$ cat config.mk
export PLATFORM = sky130hd
export DESIGN_NAME = int_bubble_sort
export DESIGN_NICKNAME = d
export VERILOG_FILES = /design/src/rtl/ibs_pkg.sv /design/src/rtl/ibs_ram.sv /design/src/rtl/ibs_dpath.sv /design/src/rtl/ibs_ctrl.sv /design/src/rtl/int_bubble_sort.sv
export VERILOG_INCLUDE_DIRS = /design/src /design/src/rtl
export SDC_FILE = /design/constraint.sdc
export NUM_CORES = 1
export LEC_CHECK = 0
export ABC_CLOCK_PERIOD_IN_PS = 12700
export BUFFER_PORTS_ARGS = -buffer_cell sky130_fd_sc_hd__buf_4
export CAP_MARGIN = 20
export CORE_ASPECT_RATIO = 0.7
export CORE_MARGIN = 1
export CORE_UTILIZATION = 58
export CTS_BUF_LIST = sky130_fd_sc_hd__clkbuf_2 sky130_fd_sc_hd__clkbuf_4 sky130_fd_sc_hd__clkbuf_8
export DETAILED_ROUTE_END_ITERATION = 8
export HOLD_SLACK_MARGIN = 0.15
export MAX_ROUTING_LAYER = met4
export PLACE_DENSITY = 0.73
export SYNTH_ARGS = -nofsm -noshare
export SYNTH_HDL_FRONTEND = slang
export SYNTH_SLANG_ARGS = --single-unit
$ cat constraint.sdc
create_clock -name clk -period 12.7 [get_ports clk]
set_clock_uncertainty 0.15 [all_clocks]
set_input_delay 0.635 -clock clk [delete_from_list [all_inputs] [get_ports clk]]
set_output_delay 0.635 -clock clk [all_outputs]
set_load 0.005 [all_outputs]
$ cat src/rtl/assert_macros.svh
// assertion macros used by int_bubble_sort.sv, the rtl file that checks its own logic
// no dependencies; include guard below
`ifndef ASSERT_MACROS_SVH
`define ASSERT_MACROS_SVH

// same-cycle implication, disabled in reset
`define ASSERT_IMPLIES(lbl, ck, rn, ante, cons) \
  lbl: assert property (@(posedge ck) disable iff (!rn) (ante) |-> (cons)) \
    else $error("same-cycle implication check failed");

// next-cycle implication, disabled in reset
`define ASSERT_NEXT(lbl, ck, rn, ante, cons) \
  lbl: assert property (@(posedge ck) disable iff (!rn) (ante) |=> (cons)) \
    else $error("next-cycle implication check failed");

`endif

$ cat src/rtl/ibs_pkg.sv
// shared types and constants for the integer bubble sort block
// no dependencies; used by ibs_dpath, ibs_ctrl and int_bubble_sort
package ibs_pkg;

  localparam int MAX_ELEMS_DEF = 16;
  localparam int DATA_W        = 32;

  // input transfer payload
  typedef struct packed {
    logic signed [DATA_W-1:0] value;
    logic                     last_item;
  } in_t;

  // result transfer payload
  typedef struct packed {
    logic signed [DATA_W-1:0] sorted_value;
    logic                     last_result;
    logic                     overflowed;
  } out_t;

  // source of the buffer write data
  typedef enum logic [1:0] {
    WSEL_IN    = 2'd0,
    WSEL_MIN   = 2'd1,
    WSEL_CARRY = 2'd2
  } wsel_t;

  // controller to datapath commands
  typedef struct packed {
    logic  ram_we;
    wsel_t wsel;
    logic  ram_re;
    logic  carry_first;
    logic  carry_step;
    logic  out_load;
    logic  out_last;
    logic  out_ovf;
    logic  out_clear;
  } dp_cmd_t;

endpackage

$ cat src/rtl/ibs_ram.sv
// generic single-write, single-read ram with registered read data
// no dependencies
module ibs_ram #(
  parameter int WIDTH = 32,
  parameter int DEPTH = 16
) (
  input  logic                     clk,
  input  logic                     we,
  input  logic [$clog2(DEPTH)-1:0] waddr,
  input  logic [WIDTH-1:0]         wdata,
  input  logic                     re,
  input  logic [$clog2(DEPTH)-1:0] raddr,
  output logic [WIDTH-1:0]         rdata
);

  logic [WIDTH-1:0] mem [DEPTH];
  logic [WIDTH-1:0] rdata_r;

  // write port
  always_ff @(posedge clk) begin
    if (we) begin
      mem[waddr] <= wdata;
    end
  end

  // registered read port
  always_ff @(posedge clk) begin
    if (re) begin
      rdata_r <= mem[raddr];
    end
  end

  assign rdata = rdata_r;

endmodule

$ cat src/rtl/ibs_dpath.sv
// datapath: element buffer, bubble carry register and result register
// depends on ibs_pkg and ibs_ram
module ibs_dpath #(
  parameter int MAX_ELEMS = ibs_pkg::MAX_ELEMS_DEF
) (
  input  logic                         clk,
  input  logic                         rst_n,
  input  logic [ibs_pkg::DATA_W-1:0]   in_value,
  input  ibs_pkg::dp_cmd_t             cmd,
  input  logic [$clog2(MAX_ELEMS)-1:0] ram_waddr,
  input  logic [$clog2(MAX_ELEMS)-1:0] ram_raddr,
  output logic                         out_valid,
  output ibs_pkg::out_t                out_data
);

  localparam int AW = $clog2(MAX_ELEMS);

  logic [ibs_pkg::DATA_W-1:0]        rd_data;
  logic [ibs_pkg::DATA_W-1:0]        wr_data;
  logic signed [ibs_pkg::DATA_W-1:0] carry_r;
  logic signed [ibs_pkg::DATA_W-1:0] carry_nxt;
  logic                              gt;
  ibs_pkg::out_t                     out_data_r;
  ibs_pkg::out_t                     out_data_nxt;
  logic                              out_valid_r;
  logic                              out_valid_nxt;

  // element buffer
  ibs_ram #(
    .WIDTH (ibs_pkg::DATA_W),
    .DEPTH (MAX_ELEMS)
  ) u_buf (
    .clk   (clk),
    .we    (cmd.ram_we),
    .waddr (ram_waddr[AW-1:0]),
    .wdata (wr_data),
    .re    (cmd.ram_re),
    .raddr (ram_raddr[AW-1:0]),
    .rdata (rd_data)
  );

  // running maximum of the pass against the element just read
  assign gt = carry_r > $signed(rd_data);

  // write data select: new element, smaller of the pair, or pass maximum
  always_comb begin
    unique case (cmd.wsel)
      ibs_pkg::WSEL_IN:    wr_data = in_value;
      ibs_pkg::WSEL_MIN:   wr_data = gt ? rd_data : carry_r;
      ibs_pkg::WSEL_CARRY: wr_data = carry_r;
      default:             wr_data = carry_r;
    endcase
  end

  // carry keeps the larger value; equal values move on so the sort stays stable
  always_comb begin
    carry_nxt = carry_r;
    if (cmd.carry_first) begin
      carry_nxt = $signed(rd_data);
    end else if (cmd.carry_step && !gt) begin
      carry_nxt = $signed(rd_data);
    end
  end

  always_ff @(posedge clk) begin
    carry_r <= carry_nxt;
  end

  // result register
  always_comb begin
    out_data_nxt  = out_data_r;
    out_valid_nxt = out_valid_r;
    if (cmd.out_load) begin
      out_data_nxt.sorted_value = $signed(rd_data);
      out_data_nxt.last_result  = cmd.out_last;
      out_data_nxt.overflowed   = cmd.out_ovf;
      out_valid_nxt             = 1'b1;
    end else if (cmd.out_clear) begin
      out_valid_nxt = 1'b0;
    end
  end

  always_ff @(posedge clk) begin
    out_data_r <= out_data_nxt;
  end

  always_ff @(posedge clk) begin
    if (!rst_n) begin
      out_valid_r <= 1'b0;
    end else begin
      out_valid_r <= out_valid_nxt;
    end
  end

  assign out_valid = out_valid_r;
  assign out_data  = out_data_r;

endmodule

$ cat src/rtl/ibs_ctrl.sv
// controller: load, bubble pass and emit sequencing with element counters
// depends on ibs_pkg
module ibs_ctrl #(
  parameter int MAX_ELEMS = ibs_pkg::MAX_ELEMS_DEF
) (
  input  logic                         clk,
  input  logic                         rst_n,
  input  logic                         in_valid,
  input  logic                         in_last,
  output logic                         in_stall,
  input  logic                         out_stall,
  output ibs_pkg::dp_cmd_t             cmd,
  output logic [$clog2(MAX_ELEMS)-1:0] ram_waddr,
  output logic [$clog2(MAX_ELEMS)-1:0] ram_raddr
);

  localparam int AW = $clog2(MAX_ELEMS);
  localparam int CW = $clog2(MAX_ELEMS + 1);
  localparam logic [CW-1:0] MAX_C = CW'(MAX_ELEMS);
  localparam logic [CW-1:0] ONE_C = CW'(1);
  localparam logic [CW-1:0] TWO_C = CW'(2);

  typedef enum logic [7:0] {
    ST_LOAD   = 8'b0000_0001,
    ST_PSTART = 8'b0000_0010,
    ST_PFIRST = 8'b0000_0100,
    ST_PRUN   = 8'b0000_1000,
    ST_PEND   = 8'b0001_0000,
    ST_ERD    = 8'b0010_0000,
    ST_ELD    = 8'b0100_0000,
    ST_EOUT   = 8'b1000_0000
  } state_t;

  state_t        state_r;
  state_t        state_nxt;
  logic [CW-1:0] count_r;
  logic [CW-1:0] count_nxt;
  logic          ovf_r;
  logic          ovf_nxt;
  logic [CW-1:0] pass_len_r;
  logic [CW-1:0] pass_len_nxt;
  logic [AW-1:0] idx_r;
  logic [AW-1:0] idx_nxt;
  logic          in_xfer;
  logic          room;
  logic [CW-1:0] n_after;
  logic [CW-1:0] idx_plus1;

  assign in_stall  = (state_r != ST_LOAD);
  assign in_xfer   = in_valid && !in_stall;
  assign room      = (count_r < MAX_C);
  assign n_after   = room ? CW'(count_r + ONE_C) : count_r;
  assign idx_plus1 = CW'(CW'(idx_r) + ONE_C);

  // next state and datapath commands
  always_comb begin
    state_nxt    = state_r;
    count_nxt    = count_r;
    ovf_nxt      = ovf_r;
    pass_len_nxt = pass_len_r;
    idx_nxt      = idx_r;
    cmd          = '0;
    cmd.wsel     = ibs_pkg::WSEL_IN;
    ram_waddr    = '0;
    ram_raddr    = '0;

    unique case (state_r)
      // store incoming elements, drop them once full
      ST_LOAD: begin
        if (in_xfer) begin
          if (room) begin
            cmd.ram_we = 1'b1;
            cmd.wsel   = ibs_pkg::WSEL_IN;
            ram_waddr  = count_r[AW-1:0];
            count_nxt  = n_after;
          end else begin
            ovf_nxt = 1'b1;
          end
          if (in_last) begin
            pass_len_nxt = n_after;
            idx_nxt      = '0;
            state_nxt    = (n_after >= TWO_C) ? ST_PSTART : ST_ERD;
          end
        end
      end

      // read the first element of a pass
      ST_PSTART: begin
        cmd.ram_re = 1'b1;
        ram_raddr  = '0;
        state_nxt  = ST_PFIRST;
      end

      // first element becomes the carry, fetch the second
      ST_PFIRST: begin
        cmd.carry_first = 1'b1;
        cmd.ram_re      = 1'b1;
        ram_raddr       = AW'(1);
        idx_nxt         = AW'(1);
        state_nxt       = ST_PRUN;
      end

      // one compare-and-swap per cycle, smaller value written one slot back
      ST_PRUN: begin
        cmd.carry_step = 1'b1;
        cmd.ram_we     = 1'b1;
        cmd.wsel       = ibs_pkg::WSEL_MIN;
        ram_waddr      = AW'(idx_r - AW'(1));
        if (idx_plus1 == pass_len_r) begin
          state_nxt = ST_PEND;
        end else begin
          cmd.ram_re = 1'b1;
          ram_raddr  = AW'(idx_r + AW'(1));
          idx_nxt    = AW'(idx_r + AW'(1));
        end
      end

      // pass maximum lands in the last slot of the pass
      ST_PEND: begin
        cmd.ram_we   = 1'b1;
        cmd.wsel     = ibs_pkg::WSEL_CARRY;
        ram_waddr    = AW'(pass_len_r - ONE_C);
        pass_len_nxt = CW'(pass_len_r - ONE_C);
        if (pass_len_r > TWO_C) begin
          state_nxt = ST_PSTART;
        end else begin
          idx_nxt   = '0;
          state_nxt = ST_ERD;
        end
      end

      // emit: fetch the next sorted element
      ST_ERD: begin
        cmd.ram_re = 1'b1;
        ram_raddr  = idx_r;
        state_nxt  = ST_ELD;
      end

      // emit: load the result register
      ST_ELD: begin
        cmd.out_load = 1'b1;
        cmd.out_last = (idx_plus1 == count_r);
        cmd.out_ovf  = ovf_r;
        state_nxt    = ST_EOUT;
      end

      // emit: wait for the result transfer
      ST_EOUT: begin
        if (!out_stall) begin
          cmd.out_clear = 1'b1;
          if (idx_plus1 == count_r) begin
            count_nxt = '0;
            ovf_nxt   = 1'b0;
            idx_nxt   = '0;
            state_nxt = ST_LOAD;
          end else begin
            idx_nxt   = AW'(idx_r + AW'(1));
            state_nxt = ST_ERD;
          end
        end
      end

      default: begin
        state_nxt = ST_LOAD;
      end
    endcase
  end

  // control registers
  always_ff @(posedge clk) begin
    if (!rst_n) begin
      state_r    <= ST_LOAD;
      count_r    <= '0;
      ovf_r      <= 1'b0;
      pass_len_r <= '0;
      idx_r      <= '0;
    end else begin
      state_r    <= state_nxt;
      count_r    <= count_nxt;
      ovf_r      <= ovf_nxt;
      pass_len_r <= pass_len_nxt;
      idx_r      <= idx_nxt;
    end
  end

endmodule

$ cat src/rtl/int_bubble_sort.sv
// Ascending sort of a framed array of signed 32-bit values. Elements are taken one per cycle
// into a MAX_ELEMS-entry buffer until an item with last_item arrives; elements beyond capacity
// are dropped and every result of that array carries overflowed. The stored n elements are then
// bubble sorted in place through a single buffer memory with one write and one registered read
// port: each pass fills the carry from its first element, then does one compare-and-swap per
// cycle and ends with a final write of the pass maximum; passes run for L = n down to 2. Each
// result is then read, loaded into the result register and held until it has been transferred.
// The input is stalled from the last element until the final result (last_result) has been
// transferred; the block is then ready for the next array.
// depends on ibs_pkg, ibs_ctrl, ibs_dpath, ibs_ram and assert_macros.svh
`include "assert_macros.svh"

module int_bubble_sort #(
  parameter int MAX_ELEMS = ibs_pkg::MAX_ELEMS_DEF
) (
  input  logic          clk,
  input  logic          rst_n,
  input  logic          in_valid,
  output logic          in_stall,
  input  ibs_pkg::in_t  in_data,
  output logic          out_valid,
  input  logic          out_stall,
  output ibs_pkg::out_t out_data
);

  localparam int AW = $clog2(MAX_ELEMS);

  ibs_pkg::dp_cmd_t  dp_cmd;
  logic [AW-1:0]     ram_waddr;
  logic [AW-1:0]     ram_raddr;

  // sequencing
  ibs_ctrl #(
    .MAX_ELEMS (MAX_ELEMS)
  ) u_ctrl (
    .clk       (clk),
    .rst_n     (rst_n),
    .in_valid  (in_valid),
    .in_last   (in_data.last_item),
    .in_stall  (in_stall),
    .out_stall (out_stall),
    .cmd       (dp_cmd),
    .ram_waddr (ram_waddr),
    .ram_raddr (ram_raddr)
  );

  // buffer, compare and result register
  ibs_dpath #(
    .MAX_ELEMS (MAX_ELEMS)
  ) u_dpath (
    .clk       (clk),
    .rst_n     (rst_n),
    .in_value  (in_data.value),
    .cmd       (dp_cmd),
    .ram_waddr (ram_waddr),
    .ram_raddr (ram_raddr),
    .out_valid (out_valid),
    .out_data  (out_data)
  );

  // no element is taken while a result is pending
  `ASSERT_IMPLIES(a_no_load_while_out, clk, rst_n, out_valid, in_stall)

  // the final result transfer frees the input on the next cycle
  `ASSERT_NEXT(a_ready_after_last, clk, rst_n,
               out_valid && !out_stall && out_data.last_result, !in_stall)

  // the sort never reads and writes the same buffer entry in one cycle
  `ASSERT_IMPLIES(a_no_rw_collision, clk, rst_n,
                  dp_cmd.ram_we && dp_cmd.ram_re, ram_waddr != ram_raddr)

endmodule
# Yosys cells after proc, flatten, opt, wreduce, memory -nomap -nowiden

Memory sizes are Yosys's and may differ from the RTL's. A register that Yosys moved wholly into a read port is not among the register bits.
Cells that the tools add are included.
Widths: inputs -> output; s select.

Register bits: 90
RAM bits: 512
Output and inout bits: 36
Word-level logic and storage cells: 109
Memories: 1

Memory list:

| memory            | words | width | read ports | clocked after memory_dff | write ports | line          | source |
|---|---|---|---|---|---|---|---|
| u_dpath.u_buf.mem | 16    | 32    | 1          | 1                        | 1           | ibs_ram.sv:16 | `logic [WIDTH-1:0] mem [DEPTH];` |

$add $sub $neg: 5
Order comparisons: 4
Equal/unequal tests: 21
Multiplexer cells: 52
Reductions and logical operators: 16

Operators by type and width:

| cell               | count |
|---|---|
| $mux 32            | 3 |
| $pmux 32 s2        | 1 |
| $pmux 8 s8         | 1 |
| $mux 4             | 9 |
| $mux 5             | 7 |
| $gt 32x32->1       | 1 |
| $mux 8             | 4 |
| $pmux 4 s3         | 2 |
| $pmux 4 s5         | 1 |
| $pmux 5 s2         | 2 |
| $mux 6             | 3 |
| $mux 1             | 13 |
| $eq 5x5->1         | 2 |
| $ne 2x2->1 const B | 5 |
| $reduce_and 5->1   | 2 |
| $mux 3             | 3 |
| $pmux 3 s3         | 1 |
| $eq 8x1->1 const B | 1 |
| $eq 8x2->1 const B | 1 |
| $eq 8x3->1 const B | 1 |
| $eq 8x4->1 const B | 1 |
| $eq 8x5->1 const B | 1 |
| $eq 8x6->1 const B | 1 |
| $eq 8x7->1 const B | 1 |
| other kinds (22)   | 31 |

# Logic depth before layout (Yosys ltp)

Gate-level depths: netlist of the first run.

Depth after elaboration: 7
Depth in mapped cells: 14

# By module

A second synthesis of the first run with hierarchy kept.

Cell total of the unflattened synthesis: 1429
Area total of the unflattened synthesis: 26083.8 um2

Modules (own cells, without submodules):

| module    | instances | cells an instance | area each (um2) | sequential area each (um2) |
|---|---|---|---|---|
| ibs_ram   | 1         | 838               | 20155.6         | 16335.7 |
| ibs_dpath | 1         | 336               | 3967.6          | 2001.9 |
| ibs_ctrl  | 1         | 255               | 1960.6          | 460.4 |

# Worst setup path after synthesis of the first run

No wires, ideal clock.

Path kind: register to register
Start: register u_ctrl.state_r[3]
End: memory u_dpath.u_buf.mem[9][0], enable pin
Library setup time: 461 ps
Arrival time: 4154 ps
Data required time: 12089 ps
Slack: 7935 ps
Stages on the path, launching flop included: 9
Path buffers: 1
Period minus slack after synthesis: 4765 ps
Path through: dfxtp_1 -> nor4_2 -> and4b_1 -> clkbuf_1 -> nand2_1 -> nor2_1 -> a21oi_1 -> nand2b_1 -> nor3_1

Cells in the longest elaborated chain, start to end: 7

RTL lines:

| what                         | line            | source |
|---|---|---|
| from (decl)                  | ibs_ctrl.sv:34  | `state_t state_r;` |
| from (signal assigned)       | ibs_ctrl.sv:178 | `state_r <= state_nxt;` |
| $ne 8x1->1                   | ibs_ctrl.sv:49  | `assign in_stall = (state_r != ST_LOAD);` |
| $logic_not 1->1              | ibs_ctrl.sv:50  | `assign in_xfer = in_valid && !in_stall;` |
| $logic_and 1x1->1            | ibs_ctrl.sv:50  |  |
| $mux 3                       | ibs_ctrl.sv:70  | `if (in_xfer) begin` |
| $pmux 3 s3                   | ibs_ctrl.sv:67  | `unique case (state_r)` |
| $mux 1                       | ibs_ram.sv:21   | `if (we) begin` |
| $mux 1 (not written as such) | ibs_ram.sv:22   | `mem[waddr] <= wdata;` |
| to (decl)                    | ibs_ram.sv:16   |  |

Several ways; a longest one is shown, not always the timed one.

# Worst setup path after layout of the first run

Start: register u_ctrl.idx_r[0]
End: register u_dpath.u_buf.rdata_r[7], in the netlist u_dpath.u_buf.rdata[7] (read register of u_dpath.u_buf.mem) (data pin)

Cells in the longest elaborated chain, start to end: 4

RTL lines:

| what                                            | line            | source |
|---|---|---|
| from (decl)                                     | ibs_ctrl.sv:42  | `logic [AW-1:0] idx_r;` |
| from (signal assigned)                          | ibs_ctrl.sv:182 | `idx_r <= idx_nxt;` |
| $add 4x1->5                                     | ibs_ctrl.sv:53  | `assign idx_plus1 = CW'(CW'(idx_r) + ONE_C);` |
| $eq 5x5->1                                      | ibs_ctrl.sv:109 | `if (idx_plus1 == pass_len_r) begin` |
| $mux 4 / $mux 1 (equally long branches)         | ibs_ctrl.sv:109 |  |
| $pmux 4 s3 / $pmux 1 s2 (equally long branches) | ibs_ctrl.sv:67  |  |
| to (decl)                                       | ibs_ram.sv:17   | `logic [WIDTH-1:0] rdata_r;` |

Several ways; a longest one is shown, not always the timed one.
A chain may end at the register's enable or synchronous reset.

==> results of run 1 <==
==> worst reg2reg max path, stage by stage (launching register included) <==
cell	delay, ns
dfxtp_1	0.59
ha_1	0.61
o21ai_0	0.16
a2bb2oi_1	0.67
o211ai_4	0.16
buf_12	0.28
nand2_8	0.84
buf_4	0.79
mux2_2	0.51
o211ai_1	0.20
nand4_1	0.11
==> power by group through the flow <==
| stage | registers [uW] | logic, uW | clock network [uW] |
|---|---|---|---|
| final | 2440 | 435 | 1550 |
| after global routing | 2450 | 465 | 1660 |
| after floorplan | 2460 | 284 | 0 |
| after CTS | 2440 | 427 | 1560 |
| after detailed placement | 2490 | 422 | 0 |
| after global placement | 2480 | 413 | 0 |
==> layout by cell type, fill, tap and decap left out, drive strengths merged, types with 33 or more instances in the layout <==
cell type  netlist  layout
a211oi          68      68
a311o           63      63
nand2          167     167
a32oi           52      52
clkbuf         109     120
a21o            44      44
a22oi           33      33
edfxtp         610     610
inv             43      48
ha              38      38
a211o           40      40
nor2            42      42
o21ai          104     104
clkinv           1      33
nand3          101     101
buf             42     109
and3           108     108
a31oi           37      37
==> registers in the layout, indices dropped and copies added (netlist names) <==
signal,flops
u_dpath.u_buf.mem,512
u_ctrl.count_r,5
u_ctrl.idx_r,4
u_dpath.out_data,34
u_dpath.u_buf.rdata,32
u_ctrl.pass_len_r,5
u_dpath.out_valid,1
u_ctrl.state_r,8
u_ctrl.ovf_r,1
u_dpath.carry_r,32
==> synth_stat cells, types with 32 or more instances <==
master    number  area, sq um
a21o_1        44          330
clkbuf_1     109          409
a32oi_1       51          447
inv_1         43          161
a311o_1       63          631
a31oi_1       37          231
ha_1          38          475
edfxtp_1     610        18300
nand2_1      166          623
a211oi_1      68          510
o21ai_0      100          500
nor2_1        41          154
and3_1       108          676
a211o_1       39          342
a22o_1        32          280
a22oi_1       33          248
nand3_1      101          505
==> through the flow <==
step | std cells | cell area (sq um) | worst slack [ns] | power, uW | hold slack [ns]
final | 2631 | 29700 | 7.39 | 4430 | 0.240
after CTS | 2630 | 29700 | 7.57 | 4430 | 0.193
after global placement | 2470 | 27900 | 7.70 | 2890 | 0.299
after global routing | 2631 | 29700 | 7.24 | 4570 | 0.263
after detailed placement | 2470 | 27900 | 7.58 | 2910 | 0.309
after floorplan | 1910 | 26800 | 7.94 | 2750 | 0.286
==> worst max path at each step <==
stage,startpoint,endpoint,slack [ns],depth (start not counted)
6_report,u_ctrl.idx_r[0],u_dpath.u_buf.rdata[7],7.39,10
5_1_grt,u_ctrl.idx_r[0],u_dpath.u_buf.rdata[7],7.24,10
4_1_cts,u_ctrl.idx_r[0],u_dpath.u_buf.rdata[7],7.57,10
3_5_place_dp,u_ctrl.idx_r[0],u_dpath.u_buf.rdata[7],7.58,10
3_3_place_gp,u_ctrl.idx_r[0],u_dpath.u_buf.rdata[28],7.70,11
2_1_floorplan,u_ctrl.state_r[3],u_dpath.u_buf.mem[9][0],7.94,8
==> routing by layer <==
layer / up-vias / routed length [um] / track usage
met4: 0 / 2450 / 0.113
met2: 1096 / 33800 / 0.480
met3: 181 / 7320 / 0.0564
li1: 7692 / - / -
met1: 8914 / 30300 / 0.459
met5: - / 0 / -
==> layout make-up <==
type                    count  area (sq um)
repair buffers            111           858
clock buffers             120          1480
well taps                 603           754
multi-input cells        1081          7390
flip-flops and latches    634         18800
inverters                  44           165
fillers                  3219         15600
clock inverters            38           224
==> repair_timing <==
| item | 4_1_cts | 5_1_grt |
|---|---|---|
| hold buffers | 2 | 0 |
| hold endpoints to repair | 9 | 0 |
| resized for setup | 0 | 0 |
==> cell families (layout without fill, tap and decap cells) <==
kind of cell,Yosys count,after routing,synth area share
AOI/OAI and AO/OA,538,538,0.151
xor gates and xnor gates,18,18,0.00589
adders and majority gates,38,38,0.0178
buffers and inverters,195,313,0.0305
DFF,634,634,0.702
muxes,9,9,0.00364
and+or+nand+nor,478,478,0.0889
==> flow_summary.json, run 1 <==
{
  "synth-seq-cells": 634,
  "cp_max_fo": 186,
  "power_switching_share": 0.249,
  "cp-start-kind": "flip-flop",
  "coreArea_sq_um": 45300,
  "p_leak_uw": 0.0101,
  "h-tree-depth": 3,
  "async_reset_ff_frac": 0,
  "synthDistinctLibCells": 68,
  "drt.antenna.violating_nets": 0,
  "ys_warn_count": 0,
  "drv_slew": 0,
  "clockBufferDepth": 3,
  "antenna_found_initial": 0,
  "timing.rr.end": "u_dpath.u_buf.rdata[7]",
  "setup_tns_ns": 0,
  "p_per_area_nw_per_um2": 149,
  "syn_nets": 1985,
  "slowest_delay_ns": 0.75,
  "grt_max_degree": 187,
  "ioPinCount": 73,
  "start_util": 0.591,
  "synth_edf_count": 610,
  "whs_endpoint": "u_ctrl.ovf_r",
  "diodes": 0,
  "viasPerCell": 6.80,
  "whs_path_depth": 4,
  "clock-root-buffer": "clkbuf_8",
  "max_cap_viol_count": 0,
  "worstMarginPinSlew_ns": 1.17,
  "ff2ff_path_depth": 10,
  "r2r_setup_slack_ns": 7.39,
  "vdd_drop_max_mv": 0.108,
  "globalRouteOverflowTotal": 0,
  "drc_errors": 0,
  "die_h_um": 182,
  "drive_gt1_frac": 0.144,
  "dieArea_sq_um": 47000,
  "clockPowerShare": 0.350,
  "drt-wirelength-per-cell_um": 28.1,
  "area_growth_pct": 10.8,
  "path_cells": "ha_1 > o21ai_0 > a2bb2oi_1 > o211ai_4 > buf_12 > nand2_8 > buf_4 > mux2_2 > o211ai_1 > nand4_1",
  "portBuffers": 72,
  "finalSetupViolCount": 0,
  "grt_usage": 0.325,
  "path_delay_family": "compound AO/OA/AOI/OAI gates",
  "rows": 65,
  "seq_power_share": 0.552,
  "first_pass_iters": 5,
  "min_period_ns": 5.31,
  "synthCells": 1910,
  "grt_setup_unrepaired": "false",
  "die_width_um": 259,
  "yosysSeqAreaShare": 0.702,
  "slowest_stage": "buf_4",
  "clk_pin_slew_ns": 0.07,
  "grt_pass1_vias": 17027,
  "drtIter0Drc": 2760,
  "wl_mm": 73.9,
  "dp_hpwl_mm": 40.1,
  "gp_congestion": 0.903,
  "post-cts-setup-buffers": 0,
  "clkLatencyLatePin_ns": 0.67,
  "numCtsBuffers": 89,
  "syn_area_sq_um": 26800,
  "grt_first_pass_wirelength_mm": 108,
  "synth_flop_cell": "edfxtp_1",
  "critPathArrivalTime_ns": 5.57,
  "slew_headroom": 0.223,
  "hp-start": "in_valid",
  "fin_util": 0.655,
  "p_int_uw": 3330,
  "vias": 17883,
  "cp-end-kind": "flip-flop",
  "fmax_mhz": 188,
  "cp_data_required_time_ns": 12.96,
  "path_class": "flip-flop to flip-flop",
  "pwr-share-comb": 0.098,
  "cts.sinks": 634,
  "hold_viol_final": 0,
  "hold_path_class": "primary input to flip-flop",
  "cts_tree": "built",
  "syn_area_per_cell_sq_um": 14.0,
  "status": "completed",
  "p_switching_uw": 1100,
  "fin_nets": 2036,
  "critPathBufInv": 2,
  "r2r-start": "u_ctrl.idx_r[0]",
  "period_share": 0.418
}
Note: power is estimated with default switching activity, not from simulation.
==> run 2: changes to the inputs <==
--- a/config.mk
+++ b/config.mk
@@ -6,7 +6,7 @@
 export SDC_FILE = /design/constraint.sdc
 export NUM_CORES = 1
 export LEC_CHECK = 0
-export ABC_CLOCK_PERIOD_IN_PS = 12700
+export ABC_CLOCK_PERIOD_IN_PS = 4500
 export BUFFER_PORTS_ARGS = -buffer_cell sky130_fd_sc_hd__buf_4
 export CAP_MARGIN = 20
 export CORE_ASPECT_RATIO = 0.7
@@ -16,7 +16,7 @@
 export DETAILED_ROUTE_END_ITERATION = 8
 export HOLD_SLACK_MARGIN = 0.15
 export MAX_ROUTING_LAYER = met4
-export PLACE_DENSITY = 0.73
+export PLACE_DENSITY = 0.76
 export SYNTH_ARGS = -nofsm -noshare
 export SYNTH_HDL_FRONTEND = slang
 export SYNTH_SLANG_ARGS = --single-unit
==> constraint.sdc (replaced) <==
create_clock -name clk -period 4.5 [get_ports clk]
set_clock_uncertainty 0.15 [all_clocks]
set_input_delay 0.225 -clock clk [delete_from_list [all_inputs] [get_ports clk]]
set_output_delay 0.225 -clock clk [all_outputs]
set_load 0.005 [all_outputs]
==> flow_summary.json, run 2 (same netlist as run 1, synthesis figures left out) <==
{
  "drc_errors": 0,
  "cp_data_required_time_ns": 4.75,
  "layout_commonest_cell": "edfxtp_1",
  "p_leak_uw": 0.0104,
  "fin_nets": 2075,
  "slew_headroom": 0.226,
  "viasPerCell": 6.99,
  "antenna_found_initial": 2,
  "ioPinCount": 73,
  "cp-start-kind": "flip-flop",
  "placed_area_sq_um": 28400,
  "coreArea_sq_um": 45300,
  "critPathArrivalTime_ns": 4.47,
  "grt_max_degree": 187,
  "finalSetupViolCount": 0,
  "layout_common_cells": "edfxtp_1 (610), nand2_1 (163), buf_4 (118)",
  "grt_pass1_vias": 17655,
  "grt_first_pass_wirelength_mm": 114,
  "worstMarginPinSlew_ns": 1.16,
  "max_cap_viol_count": 0,
  "start_util": 0.591,
  "min_period_ns": 4.22,
  "hold_viol_final": 0,
  "cp-end-kind": "flip-flop",
  "die_h_um": 182,
  "gp_congestion": 0.907,
  "fill_cells": 3064,
  "drv_slew": 0,
  "p_per_area_nw_per_um2": 416,
  "portBuffers": 72,
  "grt_usage": 0.340,
  "dieArea_sq_um": 47000,
  "cp_max_fo": 72,
  "period_share": 0.938,
  "h-tree-depth": 3,
  "fmax_mhz": 237,
  "path_delay_family": "compound AO/OA/AOI/OAI gates",
  "die_width_um": 259,
  "status": "completed",
  "total_power_uw": 12600,
  "wl_mm": 78.1,
  "largest_register_ffs": 512,
  "path_cells": "inv_1 > ha_1 > xnor2_1 > nand4_2 > o211ai_4 > nand2_8 > buf_4 > a211o_1 > a22oi_1 > nand3_1",
  "vias": 18697,
  "seq_area_sq_um": 18800,
  "cts_tree": "built",
  "setup_tns_ns": 0,
  "clk_pin_slew_ns": 0.07,
  "critPathBufInv": 2,
  "r2r_setup_slack_ns": 0.28,
  "top_register": "u_dpath.u_buf.mem",
  "clock-root-buffer": "clkbuf_8",
  "clockBufferDepth": 3,
  "dp_hpwl_mm": 42.8,
  "numCtsBuffers": 90,
  "post_cts_resized": 0,
  "area_growth_pct": 13.0,
  "rows": 65,
  "drtIter0Drc": 3285,
  "path_class": "flip-flop to flip-flop",
  "fin_area_sq_um": 30300,
  "slowest_stage": "dfxtp_1",
  "drive_gt1_frac": 0.160,
  "globalRouteOverflowTotal": 0,
  "whs_ns": 0.193,
  "cts.sinks": 634,
  "multi_input_area_sq_um": 7410,
  "drt-wirelength-per-cell_um": 29.2,
  "grt_setup_unrepaired": "false",
  "hold_path_class": "primary input to flip-flop",
  "vdd_drop_max_mv": 0.327,
  "slowest_delay_ns": 0.63,
  "drt.antenna.violating_nets": 0,
  "clkLatencyLatePin_ns": 0.68,
  "first_pass_iters": 8
}
## run 2: cell types whose count changed in the layout (fill, tap and decap cells not counted), sizes merged, moves of 2 or more
cell         previous run  this run
dlygate4sd3             2         9
inv                    48        46
clkinv                 33        28
clkinvlp                0         2
clkbuf                120       130
buf                   109       140
## run 2: routing by layer
layer | vias to the layer above | part of all wire | GRT usage
li1 | 7772 | - | -
met1 | 9174 | 0.38 | 0.463
met3 | 250 | 0.13 | 0.0762
met2 | 1501 | 0.45 | 0.487
met5 | - | 0 | -
met4 | 0 | 0.046 | 0.160
## run 2: path summary, 6_finish.rpt
check                                from                        to  cells after the start
setup / recovery          u_ctrl.idx_r[0]    u_dpath.u_buf.rdata[9]                     10
hold / removal                in_data[16]  u_dpath.u_buf.mem[2][15]                      3
setup reg to reg          u_ctrl.idx_r[0]    u_dpath.u_buf.rdata[9]                     10
hold reg to reg   u_dpath.u_buf.rdata[11]       u_dpath.carry_r[11]                      0
## run 2: tightest hold or removal path, delay by kind of cell
kind / cells / cell delay (ns)
buf+inv: 1 / 0.09
compound gates: 2 / 0.48
## run 2: cell type report
type	count	share of cell area
clock inverters	32	0.00575
inverters	44	0.00546
multi-input cells	1081	0.245
flip-flops and latches	634	0.621
well taps	603	0.0249
repair buffers	149	0.0468
clock buffers	130	0.0509
diodes	1	0.0000827
## run 2: per-stage QoR
stage | std cells | setup WS [ns] | utilization
2_1_floorplan | 1910 | 0.0136 | -
3_3_place_gp | 2497 | 0.196 | 0.627
3_5_place_dp | 2497 | 0.127 | 0.627
4_1_cts | 2668 | 0.0787 | 0.667
5_1_grt | 2674 | 0.124 | 0.668
6_report | 2674 | 0.278 | 0.668
## run 2: report_power, final
part / switching, uW / internal [uW]
Sequential: 125 / 6750
Clock: 2220 / 2210
Combinational: 832 / 448
Total: 3170 / 9410
## run 2: what timing repair did
action                                 4_1_cts  5_1_grt
hold buffers                                 9        0
endpoints found under the hold margin       65        0
buffers inserted                             0        5
setup endpoints to repair                    0      303
